$ cat src/rtl/core/fvdsp_pkg.sv
// shared constants, types and codes for the four-voice delta sample player
package fvdsp_pkg;

  // sample memory geometry
  localparam int unsigned SLOTS      = 128;
  localparam int unsigned SLOT_BYTES = 4096;
  localparam int unsigned SLOT_AW    = $clog2(SLOT_BYTES);
  localparam int unsigned MEM_BYTES  = SLOTS * SLOT_BYTES;
  localparam int unsigned MEM_AW     = $clog2(MEM_BYTES);

  // field widths
  localparam int unsigned SLOT_W = 7;
  localparam int unsigned LEN_W  = 13;
  localparam int unsigned BYTE_W = 8;

  // voice count default
  localparam int unsigned DEF_VOICES = 4;

  // mix saturation and dac offset
  localparam int SAT_MAX = 127;
  localparam int SAT_MIN = -128;
  localparam logic [BYTE_W-1:0] DAC_OFFSET = 8'h80;

  // input beat codes
  typedef enum logic [1:0] {
    MODE_TICK      = 2'd0,
    MODE_PLAY      = 2'd1,
    MODE_LOAD_BYTE = 2'd2,
    MODE_LOAD_LEN  = 2'd3
  } mode_e;

  // sample memory write request
  typedef struct packed {
    logic              en;
    logic [MEM_AW-1:0] addr;
    logic [BYTE_W-1:0] data;
  } smem_wr_t;

  // length table write request
  typedef struct packed {
    logic              en;
    logic [SLOT_W-1:0] slot;
    logic [LEN_W-1:0]  len;
  } len_wr_t;

endpackage

$ cat src/rtl/core/fvdsp_len_ram.sv
// per-slot length table with valid bits so that unwritten slots read zero
module fvdsp_len_ram (
  input  logic                         clk_i,
  input  logic                         rst_ni,
  input  fvdsp_pkg::len_wr_t           wr_i,
  input  logic                         rd_en_i,
  input  logic [fvdsp_pkg::SLOT_W-1:0] rd_slot_i,
  output logic [fvdsp_pkg::LEN_W-1:0]  rd_len_o
);
  import fvdsp_pkg::*;

  logic [LEN_W-1:0] mem_q [SLOTS];
  logic [SLOTS-1:0] vld_q;
  logic [LEN_W-1:0] rd_len_q;
  logic             rd_vld_q;

  // storage array
  always_ff @(posedge clk_i) begin
    if (wr_i.en) begin
      mem_q[wr_i.slot] <= wr_i.len;
    end
    if (rd_en_i) begin
      rd_len_q <= mem_q[rd_slot_i];
    end
  end

  // valid bits and registered read valid
  always_ff @(posedge clk_i or negedge rst_ni) begin
    if (!rst_ni) begin
      vld_q    <= '0;
      rd_vld_q <= 1'b0;
    end else begin
      if (wr_i.en) begin
        vld_q[wr_i.slot] <= 1'b1;
      end
      if (rd_en_i) begin
        rd_vld_q <= vld_q[rd_slot_i];
      end
    end
  end

  // a slot never loaded has length zero
  assign rd_len_o = rd_vld_q ? rd_len_q : '0;

endmodule

$ cat config.mk
export PLATFORM = sky130hd
export DESIGN_NAME = fvdsp_len_ram
export DESIGN_NICKNAME = d
export VERILOG_FILES = /design/src/rtl/core/fvdsp_pkg.sv /design/src/rtl/core/fvdsp_len_ram.sv
export SDC_FILE = /design/constraint.sdc
export NUM_CORES = 2
export LEC_CHECK = 0
export BUFFER_PORTS_ARGS = -buffer_cell sky130_fd_sc_hd__buf_2
export CAP_MARGIN = 20
export CORE_ASPECT_RATIO = 0.7
export CORE_UTILIZATION = 30
export DETAILED_ROUTE_END_ITERATION = 8
export GPL_ROUTABILITY_DRIVEN = 0
export HOLD_SLACK_MARGIN = 0.03
export PLACE_DENSITY = 0.5
export SYNTH_ARGS = -nofsm -noshare
export SYNTH_HDL_FRONTEND = slang
export SYNTH_SLANG_ARGS = --single-unit
export TNS_END_PERCENT = 100
$ cat constraint.sdc
create_clock -name clk_i -period 3.6 [get_ports clk_i]
set_input_delay 0.72 -clock clk_i [delete_from_list [all_inputs] [get_ports clk_i]]
set_output_delay 0.72 -clock clk_i [all_outputs]
set_load 0.01 [all_outputs]
==> summary.md <==
| Metric | Value |
|---|---|
| Status | `finished, final reports clean` |
| Root Buffer | `clkbuf_16` |
| Nets | `3624` |
| Most common cell after layout, fill and taps aside | `edfxtp_1` |
| Worst-path clk slew | `70 ps` |
| Number of library cell types mapped by synthesis | `42` |
| Core Area | `229000 um2` |
| Post-CTS setup buffer count | `0` |
| Die ar. | `232000 um2` |
| First-pass GRT wire length | `272000 um` |
| RSZ-0062 raised after global routing | `no` |
| Reg2reg path depth | `6` |
| Main synth FF type | `edfxtp_1` |
| Die X-Extent | `576 um` |
| Vias | `34.3k` |
| Crit. Startpoint | `rd_vld_q` |
| Mapped Cells | `3221` |
| Reg-to-reg startpoint | `mem_q[90][12]` |
| Skew-Pair Late Insertion Delay | `830 ps` |
| Hold path endpoint | `mem_q[10][3]` |
| Final std cells w/o fill | `6779` |
| Mean Syn Cell Area | `21.5 um2` |
| Layout cells sized above 1 | `31.3%` |
| Worst path arrival time | `2210 ps` |
| Post-route DRC | `0` |
| Grt ovf | `0` |
| Post-Syn Area | `69100 um2` |
| Leakage power | `26.2 nW` |
| Crit start category | `register` |
| EDFF count, synth | `1677` |
| Most frequent cells in the layout | `edfxtp_1, mux4_2, buf_4` |
| Worst-case clock skew | `53.0 ps` |
| Final min period | `2930 ps` |
| Initial antenna violation count | `33` |
| Fmax | `342 MHz` |
| CP required | `2880 ps` |
| Drt pass-1 iters | `7` |
| Total nets after synthesis | `3252` |
| Worst-margin pin slew | `972 ps` |
| Final worst-path cycle share | `81.3%` |
| TritonCTS Buffers | `172` |
| DPL Wire Length | `121000 um` |
| Critical Path Fanout Max | `16` |
| P&R area growth vs syn | `16.9%` |
| Max clock buf depth | `4` |
| Vias per std cell | `5.06` |
| Worst R2R Setup Slack | `1150 ps` |
| Hold Path Class | `input port to register` |
| Pin count of the biggest net entering global routing | `116` |
| CP endpoint kind | `output port` |
| Cell row count | `147` |
| Number of DRC markers in iteration 0 | `3824` |
| Crit path kind | `register to output port` |
| Seq cells post-synth | `1806` |
| Filler cells | `21.3k` |
| Port bufs | `43` |
| CTS tree | `done` |
| Sequential area share after synthesis | `77.5%` |
| Post-Route WL | `191000 um` |
| DR WL/cell | `28.2 um` |
| YS warnings | `0` |
| Worst R2R End | `rd_len_q[12]` |
| Worst vdd ir | `0.358 mV` |
| Count of final max-slew check failures | `0` |
| Worst slew margin | `34.5%` |
| Ys async rst share | `7.14%` |
| Max-Cap Viols | `0` |
| Starting Density | `30.2%` |
| Final Hold Fails | `0` |
| Hold slack | `286 ps` |
| I/O Pins | `44` |
| Vias in the first global route | `34.5k` |
| WHS Path Cells | `1` |
| H-tree depth | `4` |
| Die height | `404 um` |
| DRT antenna net count | `0` |
| Total track usage | `16.4%` |
| Power Dens Cells | `541 nW/um2` |
| Final Power | `0.0437 W` |
| Setup violators final | `0` |
| Cells after DPL | `6471` |
| Min-delay src | `wr_i[3]` |
| Clk sinks | `1806` |
## kinds of logic (layout without fill, tap and decap cells)
group	Yosys count	count (layout)	share of synthesized area [%]
flip-flops	1806	1806	77.5
AND/OR/NAND/NOR	476	476	3.42
multiplexers	459	459	14.6
AO/OA/AOI/OAI	295	295	3.02
buffers and inverters	185	680	1.48
other	0	9	0
## Yosys cell counts, drive strengths merged (13+ instances only)
master / count / area [um2]
or2: 130 / 813
clkbuf: 61 / 229
nor4: 13 / 81.3
mux4: 437 / 9840
nor2: 139 / 522
nand3: 67 / 335
o21ai: 54 / 270
and2: 15 / 93.8
mux2i: 19 / 190
edfxtp: 1677 / 50400
dfrtp: 129 / 3230
a22oi: 212 / 1590
buf: 116 / 766
nand2: 77 / 289
## metal layers
layer,vias up,part of all wire (%),GRT usage [%]
li1,14200,-,-
met5,-,0.018,0
met1,18700,48,25.8
met2,1202,43,23.3
met3,222,7.7,3.48
met4,6,1.8,3.30
## power by group
part / internal [W] / switching (W)
clock: 0.00998 / 0.00780
sequential: 0.0232 / 0.000134
combinational: 0.00103 / 0.00160
total: 0.0342 / 0.00952
## final cells by class
cell class / instances / area, um2 / area share [%]
antenna: 9 / 22.5 / 0.0279
clock buffer: 218 / 4570 / 5.65
clock inverter: 79 / 778 / 0.963
inverter: 8 / 30.0 / 0.0371
multi-input combinational: 1230 / 14600 / 18.0
sequential: 1806 / 53600 / 66.3
tap: 3054 / 3820 / 4.73
timing repair buffer: 375 / 3470 / 4.30
## how the worst max path moves through the flow
| stage | slack [ps] | end | depth (start not counted) |
|---|---|---|---|
| finish | 670 | rd_len_o[3] | 2 |
| global placement | -210 | rd_len_q[5] | 8 |
| detailed placement | -210 | rd_len_q[12] | 9 |
| floorplan | 880 | mem_q[108][0] | 6 |
| CTS | 570 | rd_len_o[3] | 2 |
| global route | 590 | rd_len_q[12] | 9 |
## flip-flops by register name, summed over array words and instances, names as in the netlist
register  count
mem_q      1664
rd_len_q     13
rd_vld_q      1
vld_q       128
## through the flow
| step | worst slack [ps] | utilization, % | setup TNS [ps] | instance area, um2 |
|---|---|---|---|---|
| 6_report | 673 | 35.3 | 0 | 80800 |
| 5_1_grt | 587 | 35.3 | 0 | 80800 |
| 3_5_place_dp | -212 | 32.9 | -293 | 75400 |
| 2_1_floorplan | 884 | - | 0 | 69100 |
| 4_1_cts | 571 | 35.3 | 0 | 80800 |
| 3_3_place_gp | -205 | 32.9 | -488 | 75400 |
## repair_timing
item                      in CTS  in global routing
gates resized for setup        0                  0
hold endpoints to repair      32                  0
hold buffers                   1                  0
## worst max-delay path, stage by stage (launching register included)
cell and delay [ps]:
dfrtp_1 720, and2_1 450, buf_2 240
(Power assumes the default switching activity.)
